$ cat config.mk
export PLATFORM = sky130hd
export DESIGN_NAME = rendezvous_message_queue_engine
export DESIGN_NICKNAME = d
export VERILOG_FILES = /design/src/rtl/rmqe_pkg.sv /design/src/rtl/rmqe_cell.sv /design/src/rtl/rendezvous_message_queue_engine.sv
export VERILOG_INCLUDE_DIRS = /design/src /design/src/rtl
export SDC_FILE = /design/constraint.sdc
export NUM_CORES = 2
export LEC_CHECK = 0
export BUFFER_PORTS_ARGS = -buffer_cell sky130_fd_sc_hd__buf_2
export CORE_ASPECT_RATIO = 0.7
export CORE_MARGIN = 1
export CORE_UTILIZATION = 60
export CTS_CLUSTER_DIAMETER = 150
export DETAILED_ROUTE_END_ITERATION = 10
export GPL_ROUTABILITY_DRIVEN = 0
export PLACE_DENSITY = 0.84
export SKIP_CTS_REPAIR_TIMING = 1
export SYNTH_ARGS = -nofsm -noshare
export SYNTH_HDL_FRONTEND = slang
export SYNTH_HIERARCHICAL = 1
export SYNTH_SLANG_ARGS = --single-unit
$ cat constraint.sdc
create_clock -name clk -period 58.6 [get_ports clk]
set_input_delay 2.93 -clock clk [delete_from_list [all_inputs] [get_ports clk]]
set_output_delay 2.93 -clock clk [all_outputs]
set_load 0.02 [all_outputs]
$ cat src/rtl/rendezvous_message_queue_engine_defines.svh
// ----------------------------------------------------------------------------
// Rendezvous message queue engine: assertion macros
// Checker macros, compiled out for synthesis.
// ----------------------------------------------------------------------------
`ifndef RENDEZVOUS_MESSAGE_QUEUE_ENGINE_DEFINES_SVH
`define RENDEZVOUS_MESSAGE_QUEUE_ENGINE_DEFINES_SVH

`ifndef SYNTHESIS
// Same-cycle implication
`define RMQE_ASSERT_IMP(lbl, clk, rstn, ante, cons) \
    lbl: assert property (@(posedge clk) disable iff (!rstn) (ante) |-> (cons)) \
        else $error("assertion failed");
// Next-cycle implication
`define RMQE_ASSERT_NXT(lbl, clk, rstn, ante, cons) \
    lbl: assert property (@(posedge clk) disable iff (!rstn) (ante) |=> (cons)) \
        else $error("assertion failed");
`else
`define RMQE_ASSERT_IMP(lbl, clk, rstn, ante, cons)
`define RMQE_ASSERT_NXT(lbl, clk, rstn, ante, cons)
`endif

`endif

$ cat src/rtl/rmqe_pkg.sv
// ----------------------------------------------------------------------------
// Rendezvous message queue engine package
// Codes, index widths and the structs shared by the sequencer and the cells.
// ----------------------------------------------------------------------------
package rmqe_pkg;

    localparam int MAX_THREADS = 64;
    localparam int THREADS_DEF = 16;
    localparam int TID_W       = $clog2(MAX_THREADS);
    // Link: MSB marks an empty link
    localparam int LNK_W       = TID_W + 1;

    typedef logic [TID_W-1:0] tid_t;
    typedef logic [LNK_W-1:0] lnk_t;

    localparam lnk_t LNK_NIL = '1;

    localparam logic [1:0] REQ_SEND  = 2'd0;
    localparam logic [1:0] REQ_RECV  = 2'd1;
    localparam logic [1:0] REQ_ABORT = 2'd2;

    typedef enum logic [2:0] {
        EV_ERROR      = 3'd0,
        EV_SEND_DONE  = 3'd1,
        EV_BLOCKS     = 3'd2,
        EV_GETS_MSG   = 3'd3,
        EV_WOKEN_OK   = 3'd4,
        EV_WOKEN_FAIL = 3'd5,
        EV_ABORT_DONE = 3'd6
    } event_t;

    // Per-thread state as seen on a read chain
    typedef struct packed {
        logic        snd;
        logic        rcv;
        logic        fany;
        logic [15:0] fpid;
        logic [15:0] hpid;
        logic [31:0] htype;
        logic [63:0] hval;
        tid_t        waits;
        lnk_t        nlink;
        lnk_t        qhead;
        lnk_t        qtail;
    } cell_rd_t;

    typedef struct packed {
        logic        en;
        tid_t        tid;
        logic        snd_we;
        logic        snd;
        logic        rcv_we;
        logic        rcv;
        logic        fany_we;
        logic        fany;
        logic        fpid_we;
        logic [15:0] fpid;
    } flag_wr_t;

    typedef struct packed {
        logic        en;
        tid_t        tid;
        logic [15:0] pid;
        logic [31:0] mtype;
        logic [63:0] mval;
        tid_t        waits;
    } hold_wr_t;

    typedef struct packed {
        logic en;
        tid_t tid;
        lnk_t val;
    } lnk_wr_t;

    // Write bundle broadcast to every cell
    typedef struct packed {
        flag_wr_t flag;
        hold_wr_t hold;
        lnk_wr_t  link;
        lnk_wr_t  head;
        lnk_wr_t  tail;
    } wr_t;

    function automatic lnk_t to_lnk(tid_t t);
        return {1'b0, t};
    endfunction

endpackage

$ cat src/rtl/rmqe_cell.sv
// ----------------------------------------------------------------------------
// Rendezvous message queue engine thread cell
// Holds one thread's flags, filter, held message and queue links, applies
// broadcast writes addressed to it and adds its view to two read chains.
// ----------------------------------------------------------------------------
module rmqe_cell
    import rmqe_pkg::*;
#(
    parameter int IDX = 0
)
(
    input  logic     clk,
    input  logic     rst_n,
    input  wr_t      wr,
    input  tid_t     sel_a,
    input  tid_t     sel_b,
    input  cell_rd_t rd_a_in,
    input  cell_rd_t rd_b_in,
    output cell_rd_t rd_a_out,
    output cell_rd_t rd_b_out
);

    localparam tid_t MY_ID = TID_W'(IDX);

    logic        snd_reg, snd_next;
    logic        rcv_reg, rcv_next;
    logic        fany_reg, fany_next;
    logic [15:0] fpid_reg, fpid_next;
    lnk_t        nlink_reg, nlink_next;
    lnk_t        qhead_reg, qhead_next;
    lnk_t        qtail_reg, qtail_next;
    logic [15:0] hpid_reg;
    logic [31:0] htype_reg;
    logic [63:0] hval_reg;
    tid_t        waits_reg;
    logic        hold_hit;
    cell_rd_t    me;

    // Apply writes addressed to this thread
    always_comb
    begin
        snd_next   = snd_reg;
        rcv_next   = rcv_reg;
        fany_next  = fany_reg;
        fpid_next  = fpid_reg;
        nlink_next = nlink_reg;
        qhead_next = qhead_reg;
        qtail_next = qtail_reg;
        if (wr.flag.en && wr.flag.tid == MY_ID)
        begin
            if (wr.flag.snd_we)
                snd_next = wr.flag.snd;
            if (wr.flag.rcv_we)
                rcv_next = wr.flag.rcv;
            if (wr.flag.fany_we)
                fany_next = wr.flag.fany;
            if (wr.flag.fpid_we)
                fpid_next = wr.flag.fpid;
        end
        if (wr.link.en && wr.link.tid == MY_ID)
            nlink_next = wr.link.val;
        if (wr.head.en && wr.head.tid == MY_ID)
            qhead_next = wr.head.val;
        if (wr.tail.en && wr.tail.tid == MY_ID)
            qtail_next = wr.tail.val;
    end

    assign hold_hit = wr.hold.en && wr.hold.tid == MY_ID;

    always_ff @(posedge clk or negedge rst_n)
    begin
        if (!rst_n)
        begin
            snd_reg   <= 1'b0;
            rcv_reg   <= 1'b0;
            fany_reg  <= 1'b1;
            fpid_reg  <= '0;
            nlink_reg <= LNK_NIL;
            qhead_reg <= LNK_NIL;
            qtail_reg <= LNK_NIL;
        end
        else
        begin
            snd_reg   <= snd_next;
            rcv_reg   <= rcv_next;
            fany_reg  <= fany_next;
            fpid_reg  <= fpid_next;
            nlink_reg <= nlink_next;
            qhead_reg <= qhead_next;
            qtail_reg <= qtail_next;
        end
    end

    // Held message: only read while the thread waits as a sender
    always_ff @(posedge clk)
    begin
        if (hold_hit)
        begin
            hpid_reg  <= wr.hold.pid;
            htype_reg <= wr.hold.mtype;
            hval_reg  <= wr.hold.mval;
            waits_reg <= wr.hold.waits;
        end
    end

    always_comb
    begin
        me.snd   = snd_reg;
        me.rcv   = rcv_reg;
        me.fany  = fany_reg;
        me.fpid  = fpid_reg;
        me.hpid  = hpid_reg;
        me.htype = htype_reg;
        me.hval  = hval_reg;
        me.waits = waits_reg;
        me.nlink = nlink_reg;
        me.qhead = qhead_reg;
        me.qtail = qtail_reg;
    end

    // Merge this cell into the read chains when selected
    assign rd_a_out = cell_rd_t'(rd_a_in | ((sel_a == MY_ID) ? me : '0));
    assign rd_b_out = cell_rd_t'(rd_b_in | ((sel_b == MY_ID) ? me : '0));

endmodule

$ cat src/rtl/rendezvous_message_queue_engine.sv
// ----------------------------------------------------------------------------
// Rendezvous message queue engine
// Send, receive and abort over per-thread sender FIFOs held in a row of cells.
// ----------------------------------------------------------------------------
// A request is taken when start is high and busy is low. Busy drops in the
// cycle that shows the request's last result, so the next request can be
// taken at the edge that ends that cycle. Results appear on strobe at most
// one per cycle, each for exactly one cycle. The receiver cannot hold them
// off, so it must take every strobed item.
// Send: fails or blocks in the check step; a handover adds a done step.
// Receive: walks the queued senders and blocks at the end of the queue, or
// unlinks and wakes the first sender that passes the filter.
// Abort: clears the target, then fails each queued sender in order. A target
// that waits as a sender is first unlinked from the queue it waits in.
// The queue walks step one link per cycle through the cell read chains.
`include "rendezvous_message_queue_engine_defines.svh"

module rendezvous_message_queue_engine
    import rmqe_pkg::*;
#(
    parameter int THREADS = THREADS_DEF
)
(
    input  logic        clk,
    input  logic        rst_n,
    input  logic        start,
    output logic        busy,
    input  logic [1:0]  req_type,
    input  logic [3:0]  actor_thread,
    input  logic [15:0] actor_pid,
    input  logic [3:0]  dest_thread,
    input  logic        dest_alive,
    input  logic        from_any,
    input  logic [15:0] from_pid,
    input  logic [31:0] msg_type,
    input  logic [63:0] msg_value,
    output logic        strobe,
    output logic [3:0]  thread_id,
    output logic [2:0]  event_kind,
    output logic [15:0] out_source_pid,
    output logic [31:0] out_type,
    output logic [63:0] out_value,
    output logic        last
);

    typedef enum logic [9:0] {
        ST_IDLE      = 10'b0000000001,
        ST_CHECK     = 10'b0000000010,
        ST_SEND_DONE = 10'b0000000100,
        ST_WALK      = 10'b0000001000,
        ST_RM_HEAD   = 10'b0000010000,
        ST_RM_WALK   = 10'b0000100000,
        ST_UNLINK    = 10'b0001000000,
        ST_UNLINK2   = 10'b0010000000,
        ST_ACLR      = 10'b0100000000,
        ST_DRAIN     = 10'b1000000000
    } state_t;

    state_t      state_reg, state_next;
    logic [1:0]  req_reg;
    logic [3:0]  actor_reg;
    logic [3:0]  dest_reg;
    logic        alive_reg;
    logic        any_reg;
    logic [15:0] fpid_reg;
    logic [15:0] mpid_reg, mpid_next;
    logic [31:0] mtype_reg, mtype_next;
    logic [63:0] mval_reg, mval_next;
    lnk_t        cur_reg, cur_next;
    lnk_t        prev_reg, prev_next;
    tid_t        q_reg, q_next;

    logic        strobe_reg;
    logic [3:0]  tid_reg;
    event_t      kind_reg;
    logic [15:0] opid_reg;
    logic [31:0] otype_reg;
    logic [63:0] oval_reg;
    logic        last_reg;

    logic        emit_en;
    tid_t        emit_tid;
    event_t      emit_kind;
    logic        emit_data;
    logic        emit_last;

    wr_t         wr;
    tid_t        sel_a, sel_b;
    cell_rd_t    chain_a [0:THREADS];
    cell_rd_t    chain_b [0:THREADS];
    cell_rd_t    rd_a, rd_b;

    logic        accept;
    tid_t        a_idx, d_idx, cur_idx;
    logic        a_oor, d_oor, req_bad, blocked, matched;

    assign accept  = start && !busy;
    assign busy    = (state_reg != ST_IDLE);
    assign a_idx   = TID_W'(actor_reg);
    assign d_idx   = TID_W'(dest_reg);
    assign cur_idx = cur_reg[TID_W-1:0];
    assign a_oor   = (int'(actor_reg) >= THREADS);
    assign d_oor   = (int'(dest_reg) >= THREADS);
    assign req_bad = !(req_reg == REQ_SEND || req_reg == REQ_RECV || req_reg == REQ_ABORT);
    assign blocked = (req_reg != REQ_ABORT) && (rd_a.snd || rd_a.rcv);
    assign matched = any_reg || (rd_b.hpid == fpid_reg);

    // Thread cells and their read chains
    assign chain_a[0] = '0;
    assign chain_b[0] = '0;

    for (genvar i = 0; i < THREADS; i++)
    begin : g_cell
        rmqe_cell #(
            .IDX (i)
        ) u_cell (
            .clk      (clk),
            .rst_n    (rst_n),
            .wr       (wr),
            .sel_a    (sel_a),
            .sel_b    (sel_b),
            .rd_a_in  (chain_a[i]),
            .rd_b_in  (chain_b[i]),
            .rd_a_out (chain_a[i+1]),
            .rd_b_out (chain_b[i+1])
        );
    end

    assign rd_a = chain_a[THREADS];
    assign rd_b = chain_b[THREADS];

    // Pick read addresses for each step
    always_comb
    begin
        sel_a = a_idx;
        sel_b = cur_idx;
        unique case (state_reg)
            ST_CHECK:
                sel_b = d_idx;
            ST_RM_HEAD,
            ST_UNLINK:
                sel_a = q_reg;
            default:
            begin
                sel_a = a_idx;
                sel_b = cur_idx;
            end
        endcase
    end

    // Sequence one request
    always_comb
    begin
        state_next = state_reg;
        cur_next   = cur_reg;
        prev_next  = prev_reg;
        q_next     = q_reg;
        mpid_next  = mpid_reg;
        mtype_next = mtype_reg;
        mval_next  = mval_reg;
        wr         = '0;
        emit_en    = 1'b0;
        emit_tid   = a_idx;
        emit_kind  = EV_ERROR;
        emit_data  = 1'b0;
        emit_last  = 1'b0;
        unique case (state_reg)
            ST_IDLE:
            begin
                if (accept)
                begin
                    state_next = ST_CHECK;
                    mpid_next  = actor_pid;
                    mtype_next = msg_type;
                    mval_next  = msg_value;
                end
            end
            ST_CHECK:
            begin
                if (req_bad || a_oor || blocked)
                begin
                    emit_en    = 1'b1;
                    emit_last  = 1'b1;
                    state_next = ST_IDLE;
                end
                else if (req_reg == REQ_SEND)
                begin
                    if (d_idx == a_idx || d_oor || !alive_reg)
                    begin
                        emit_en    = 1'b1;
                        emit_last  = 1'b1;
                        state_next = ST_IDLE;
                    end
                    else if (rd_b.rcv && (rd_b.fany || rd_b.fpid == mpid_reg))
                    begin
                        // Hand over to the waiting receiver
                        wr.flag.en      = 1'b1;
                        wr.flag.tid     = d_idx;
                        wr.flag.rcv_we  = 1'b1;
                        wr.flag.rcv     = 1'b0;
                        wr.flag.fany_we = 1'b1;
                        wr.flag.fany    = 1'b1;
                        emit_en    = 1'b1;
                        emit_tid   = d_idx;
                        emit_kind  = EV_GETS_MSG;
                        emit_data  = 1'b1;
                        state_next = ST_SEND_DONE;
                    end
                    else
                    begin
                        // Hold the message and append the sender
                        wr.hold.en     = 1'b1;
                        wr.hold.tid    = a_idx;
                        wr.hold.pid    = mpid_reg;
                        wr.hold.mtype  = mtype_reg;
                        wr.hold.mval   = mval_reg;
                        wr.hold.waits  = d_idx;
                        wr.flag.en     = 1'b1;
                        wr.flag.tid    = a_idx;
                        wr.flag.snd_we = 1'b1;
                        wr.flag.snd    = 1'b1;
                        if (!rd_b.qtail[LNK_W-1])
                        begin
                            wr.link.en  = 1'b1;
                            wr.link.tid = rd_b.qtail[TID_W-1:0];
                            wr.link.val = to_lnk(a_idx);
                        end
                        else
                        begin
                            wr.head.en  = 1'b1;
                            wr.head.tid = d_idx;
                            wr.head.val = to_lnk(a_idx);
                        end
                        wr.tail.en = 1'b1;
                        wr.tail.tid = d_idx;
                        wr.tail.val = to_lnk(a_idx);
                        emit_en    = 1'b1;
                        emit_kind  = EV_BLOCKS;
                        emit_last  = 1'b1;
                        state_next = ST_IDLE;
                    end
                end
                else if (req_reg == REQ_RECV)
                begin
                    wr.flag.en      = 1'b1;
                    wr.flag.tid     = a_idx;
                    wr.flag.fany_we = 1'b1;
                    wr.flag.fany    = any_reg;
                    wr.flag.fpid_we = 1'b1;
                    wr.flag.fpid    = fpid_reg;
                    q_next     = a_idx;
                    cur_next   = rd_a.qhead;
                    prev_next  = LNK_NIL;
                    state_next = ST_WALK;
                end
                else
                begin
                    q_next     = rd_a.waits;
                    state_next = rd_a.snd ? ST_RM_HEAD : ST_ACLR;
                end
            end
            ST_SEND_DONE:
            begin
                emit_en    = 1'b1;
                emit_kind  = EV_SEND_DONE;
                emit_last  = 1'b1;
                state_next = ST_IDLE;
            end
            ST_WALK:
            begin
                if (cur_reg[LNK_W-1])
                begin
                    // No sender passes the filter: block the caller
                    wr.flag.en     = 1'b1;
                    wr.flag.tid    = a_idx;
                    wr.flag.rcv_we = 1'b1;
                    wr.flag.rcv    = 1'b1;
                    emit_en    = 1'b1;
                    emit_kind  = EV_BLOCKS;
                    emit_last  = 1'b1;
                    state_next = ST_IDLE;
                end
                else if (matched)
                begin
                    mpid_next  = rd_b.hpid;
                    mtype_next = rd_b.htype;
                    mval_next  = rd_b.hval;
                    state_next = ST_UNLINK;
                end
                else
                begin
                    prev_next = cur_reg;
                    cur_next  = rd_b.nlink;
                end
            end
            ST_RM_HEAD:
            begin
                cur_next   = rd_a.qhead;
                prev_next  = LNK_NIL;
                state_next = ST_RM_WALK;
            end
            ST_RM_WALK:
            begin
                if (cur_reg[LNK_W-1])
                    state_next = ST_ACLR;
                else if (cur_idx == a_idx)
                    state_next = ST_UNLINK;
                else
                begin
                    prev_next = cur_reg;
                    cur_next  = rd_b.nlink;
                end
            end
            ST_UNLINK:
            begin
                // Bridge around the entry and fix the tail
                if (prev_reg[LNK_W-1])
                begin
                    wr.head.en  = 1'b1;
                    wr.head.tid = q_reg;
                    wr.head.val = rd_b.nlink;
                end
                else
                begin
                    wr.link.en  = 1'b1;
                    wr.link.tid = prev_reg[TID_W-1:0];
                    wr.link.val = rd_b.nlink;
                end
                if (rd_a.qtail == cur_reg)
                begin
                    wr.tail.en  = 1'b1;
                    wr.tail.tid = q_reg;
                    wr.tail.val = prev_reg;
                end
                if (req_reg == REQ_RECV)
                begin
                    wr.flag.en     = 1'b1;
                    wr.flag.tid    = cur_idx;
                    wr.flag.snd_we = 1'b1;
                    wr.flag.snd    = 1'b0;
                    emit_en   = 1'b1;
                    emit_tid  = cur_idx;
                    emit_kind = EV_WOKEN_OK;
                end
                state_next = ST_UNLINK2;
            end
            ST_UNLINK2:
            begin
                wr.link.en  = 1'b1;
                wr.link.tid = cur_idx;
                wr.link.val = LNK_NIL;
                if (req_reg == REQ_RECV)
                begin
                    wr.flag.en      = 1'b1;
                    wr.flag.tid     = a_idx;
                    wr.flag.fany_we = 1'b1;
                    wr.flag.fany    = 1'b1;
                    emit_en    = 1'b1;
                    emit_kind  = EV_GETS_MSG;
                    emit_data  = 1'b1;
                    emit_last  = 1'b1;
                    state_next = ST_IDLE;
                end
                else
                    state_next = ST_ACLR;
            end
            ST_ACLR:
            begin
                // Clear the target and detach its sender queue
                wr.flag.en      = 1'b1;
                wr.flag.tid     = a_idx;
                wr.flag.snd_we  = 1'b1;
                wr.flag.snd     = 1'b0;
                wr.flag.rcv_we  = 1'b1;
                wr.flag.rcv     = 1'b0;
                wr.flag.fany_we = 1'b1;
                wr.flag.fany    = 1'b1;
                wr.flag.fpid_we = 1'b1;
                wr.flag.fpid    = '0;
                wr.head.en      = 1'b1;
                wr.head.tid     = a_idx;
                wr.head.val     = LNK_NIL;
                wr.tail.en      = 1'b1;
                wr.tail.tid     = a_idx;
                wr.tail.val     = LNK_NIL;
                cur_next   = rd_a.qhead;
                state_next = ST_DRAIN;
            end
            ST_DRAIN:
            begin
                emit_en = 1'b1;
                if (cur_reg[LNK_W-1])
                begin
                    emit_kind  = EV_ABORT_DONE;
                    emit_last  = 1'b1;
                    state_next = ST_IDLE;
                end
                else
                begin
                    // Fail one queued sender and advance
                    wr.link.en     = 1'b1;
                    wr.link.tid    = cur_idx;
                    wr.link.val    = LNK_NIL;
                    wr.flag.en     = 1'b1;
                    wr.flag.tid    = cur_idx;
                    wr.flag.snd_we = 1'b1;
                    wr.flag.snd    = 1'b0;
                    emit_tid  = cur_idx;
                    emit_kind = EV_WOKEN_FAIL;
                    cur_next  = rd_b.nlink;
                end
            end
            default:
                state_next = ST_IDLE;
        endcase
    end

    // Control registers
    always_ff @(posedge clk or negedge rst_n)
    begin
        if (!rst_n)
        begin
            state_reg  <= ST_IDLE;
            strobe_reg <= 1'b0;
        end
        else
        begin
            state_reg  <= state_next;
            strobe_reg <= emit_en;
        end
    end

    // Request latch, walk pointers and result register
    always_ff @(posedge clk)
    begin
        if (accept)
        begin
            req_reg   <= req_type;
            actor_reg <= actor_thread;
            dest_reg  <= dest_thread;
            alive_reg <= dest_alive;
            any_reg   <= from_any;
            fpid_reg  <= from_pid;
        end
        mpid_reg  <= mpid_next;
        mtype_reg <= mtype_next;
        mval_reg  <= mval_next;
        cur_reg   <= cur_next;
        prev_reg  <= prev_next;
        q_reg     <= q_next;
        if (emit_en)
        begin
            tid_reg   <= emit_tid[3:0];
            kind_reg  <= emit_kind;
            opid_reg  <= emit_data ? mpid_reg : 16'd0;
            otype_reg <= emit_data ? mtype_reg : 32'd0;
            oval_reg  <= emit_data ? mval_reg : 64'd0;
            last_reg  <= emit_last;
        end
    end

    assign strobe         = strobe_reg;
    assign thread_id      = tid_reg;
    assign event_kind     = kind_reg;
    assign out_source_pid = opid_reg;
    assign out_type       = otype_reg;
    assign out_value      = oval_reg;
    assign last           = last_reg;

    // Checks
    `RMQE_ASSERT_IMP(a_last_frees, clk, rst_n, strobe && last, !busy)
    `RMQE_ASSERT_IMP(a_more_busy, clk, rst_n, strobe && !last, busy)
    `RMQE_ASSERT_NXT(a_accept_quiet, clk, rst_n, start && !busy, busy && !strobe)
    `RMQE_ASSERT_IMP(a_zero_payload, clk, rst_n, strobe && event_kind != EV_GETS_MSG, out_source_pid == 16'd0 && out_type == 32'd0 && out_value == 64'd0)

endmodule

==> out/qor_table.md <==
| Quantity | This run | Unit |
| --- | --- | --- |
| Global-route wire length before repair | 456000 | um |
| Final Max Tran Viols | 0 | - |
| Count of endpoints failing hold in the final timing report | 0 | - |
| Min cycle time layout | 11.64 | ns |
| Post-placement cell count | 10600 | - |
| Slowest library cell on the worst path | and3_4 | - |
| Capture instance of the worst register-to-register path | g_cell[12].u_cell/hval_reg[48] | - |
| Critical Path Start | state_reg[6] | - |
| Data arrival time at the worst-slack endpoint | 12.10 | ns |
| Estimated wirelength of the detail-placed design | 177000 | um |
| Die Y | 376 | um |
| Max Clock Freq | 85.9 | MHz |
| Endpoint of the worst hold path | g_cell[5].u_cell/fpid_reg[10] | - |
| Max_slew headroom | 14.6 | % |
| Clock network latency to the later pin of the worst-skew pair | 0.86 | ns |
| Clk sinks | 2819 | - |
| Initial antenna violation count | 9 | - |
| Maximum VDD drop | 0.0232 | mV |
| Maximum count of clock buffers along a single path | 4 | - |
| Aggregate negative setup slack | 0 | ns |
| Proportion of layout cells with a drive suffix above 1 | 22.6 | % |
| Die Outline Area | 202000 | um2 |
| Start point of the worst min-delay path | g_cell[5].u_cell/fpid_reg[10] | - |
| Std-Cell Rows | 136 | - |
| Post-Layout Cell Count | 11100 | - |
| Layout overhead on the synthesized area | 9.97 | % |
| IO Pins | 265 | - |
| Type of the worst min-delay path | flop to flop | - |
| Power density over cell area | 34.1 | nW/um2 |
| Startpoint Class | flop | - |
| Worst path most repeated cell | a21o_1 | - |
| Max reg flops | 1024 | - |
| Mean Syn Cell Area | 15.4 | um2 |
| R2R Path Start | state_reg[6] | - |
| Biggest fanout along the worst timing path | 102 | - |
| Fin crit share | 19.9 | % |
| Number of instances in the synthesized netlist | 7825 | - |
| Status | completed | - |
| Setup-failing EPs final | 0 | - |
| Total CTS buffers | 266 | - |
| DR iter-0 viols | 9461 | - |
| Overflow left after global routing | 0 | - |
| Data required, critical path | 59.07 | ns |
| Residual antenna-violating net count after detailed routing | 0 | - |
| Wire length reported by the detailed router | 305000 | um |
| Pin count of the biggest net entering global routing | 202 | - |
| Clock H-tree levels | 5 | - |
| Per-cell via count in the routed design | 6.49 | - |
| RSZ-0062 raised after global routing | no | - |
| CTS tree | built | - |
| Critical path start-end classification | flop to flop | - |
| Worst R2R Setup Slack | 46.96 | ns |
| Buffer type at the clock tree root | clkbuf_16 | - |
| Remaining design rule violation count | 0 | - |
| Warnings, synthesis | 6 | - |
| Vias in the first global route | 73800 | - |
| Depth of the worst register-to-register path | 33 | - |
| Overall Global Routing Usage | 30.0 | % |
| Final routed wire length divided by cell count | 27.5 | um |
| Starting density of the core | 60.8 | % |
| Post-layout nets | 8399 | - |
| Clock-pin slew reported for the worst setup and hold paths after clock tree synthesis | 0.06 | ns |
| Number of cells on the worst hold path | 1 | - |
| Critical path capture point type | flop | - |
| Total number of vias | 72000 | - |
| Synthesized area | 120000 | um2 |
| Leakage Power | 0.0549 | uW |
| Actual slew at the worst max-slew pin | 1.27 | ns |
| Number of search-and-repair iterations in the first detailed-routing pass | 8 | - |
| Port Buf Inserts | 264 | - |
| Count of maximum capacitance violations | 0 | - |
| Core area | 198000 | um2 |
| Die W | 537 | um |
| Post-Route Skew | 0.0675 | ns |
| Stage delay of the slowest cell on the critical path | 1.04 | ns |
-- critical path, delay by kind of cell (launching register included) --
| family | cells | cell delay [ns] |
|---|---|---|
| AND/OR/NAND/NOR | 10 | 4.47 |
| AO/OA/AOI/OAI | 18 | 3.09 |
| buffers and inverters | 4 | 2.75 |
| flip-flops | 1 | 0.55 |
| XOR/XNOR | 1 | 0.21 |
-- metrics by stage --
step / hold slack [ns] / power [uW] / area [um2] / worst slack [ns] / utilization, %
CTS: 0.508 / 4520 / 132000 / 47.23 / 66.9
finish: 0.505 / 4510 / 132000 / 46.96 / 66.9
floorplan: 0.480 / 2670 / 121000 / 39.18 / -
detailed placement: 0.493 / 2830 / 124000 / 47.24 / 62.6
global route: 0.518 / 4630 / 132000 / 46.55 / 66.9
global placement: 0.488 / 2810 / 124000 / 47.63 / 62.6
-- cells in the final DEF (no fill, tap or decap), types with 40 or more instances in the layout --
| cell | n |
|---|---|
| mux2_2 | 610 |
| nor2b_2 | 55 |
| clkbuf_1 | 61 |
| nand3_1 | 67 |
| edfxtp_1 | 2168 |
| conb_1 | 230 |
| dfrtp_1 | 298 |
| dfstp_2 | 353 |
| clkinv_1 | 40 |
| and2_1 | 135 |
| buf_2 | 263 |
| nor2b_1 | 59 |
| buf_4 | 104 |
| a21o_1 | 2669 |
| clkbuf_16 | 273 |
| nand2_1 | 454 |
-- layout make-up --
cell class	instances	area, um2
flip-flops and latches	2819	81800
fillers	12600	65500
multi-input cells	4779	36200
clock buffers	344	7190
well taps	2622	3280
repair buffers	376	2270
clock inverters	128	1250
inverters	14	52.6
diodes	7	17.5
-- layer usage --
metal  wire length (um)  GRT usage [%]  vias up  share of wire (%)
li1                   -              -    30300                  -
met1             119000           41.4    36700                 39
met2             139000           46.6     4258                 46
met3              31500           5.87      804                 10
met4              14400           13.2       12                4.7
met5                 71              0        -              0.023
-- where the power goes --
part	total, uW	switching [uW]	internal, uW
sequential	2210	28.5	2180
combinational	592	332	259
clock	1700	743	961
total	4510	1100	3400
-- worst max path at each step --
stage / end / slack (ns) / depth (start not counted)
floorplan: g_cell[1].u_cell/hpid_reg[0] / 39.18 / 34
global placement: g_cell[12].u_cell/hval_reg[38] / 47.63 / 33
detailed placement: g_cell[12].u_cell/hval_reg[48] / 47.24 / 33
CTS: g_cell[12].u_cell/hval_reg[48] / 47.23 / 33
global route: g_cell[12].u_cell/hval_reg[39] / 46.55 / 33
finish: g_cell[12].u_cell/hval_reg[48] / 46.96 / 33
(Power assumes the default switching activity.)
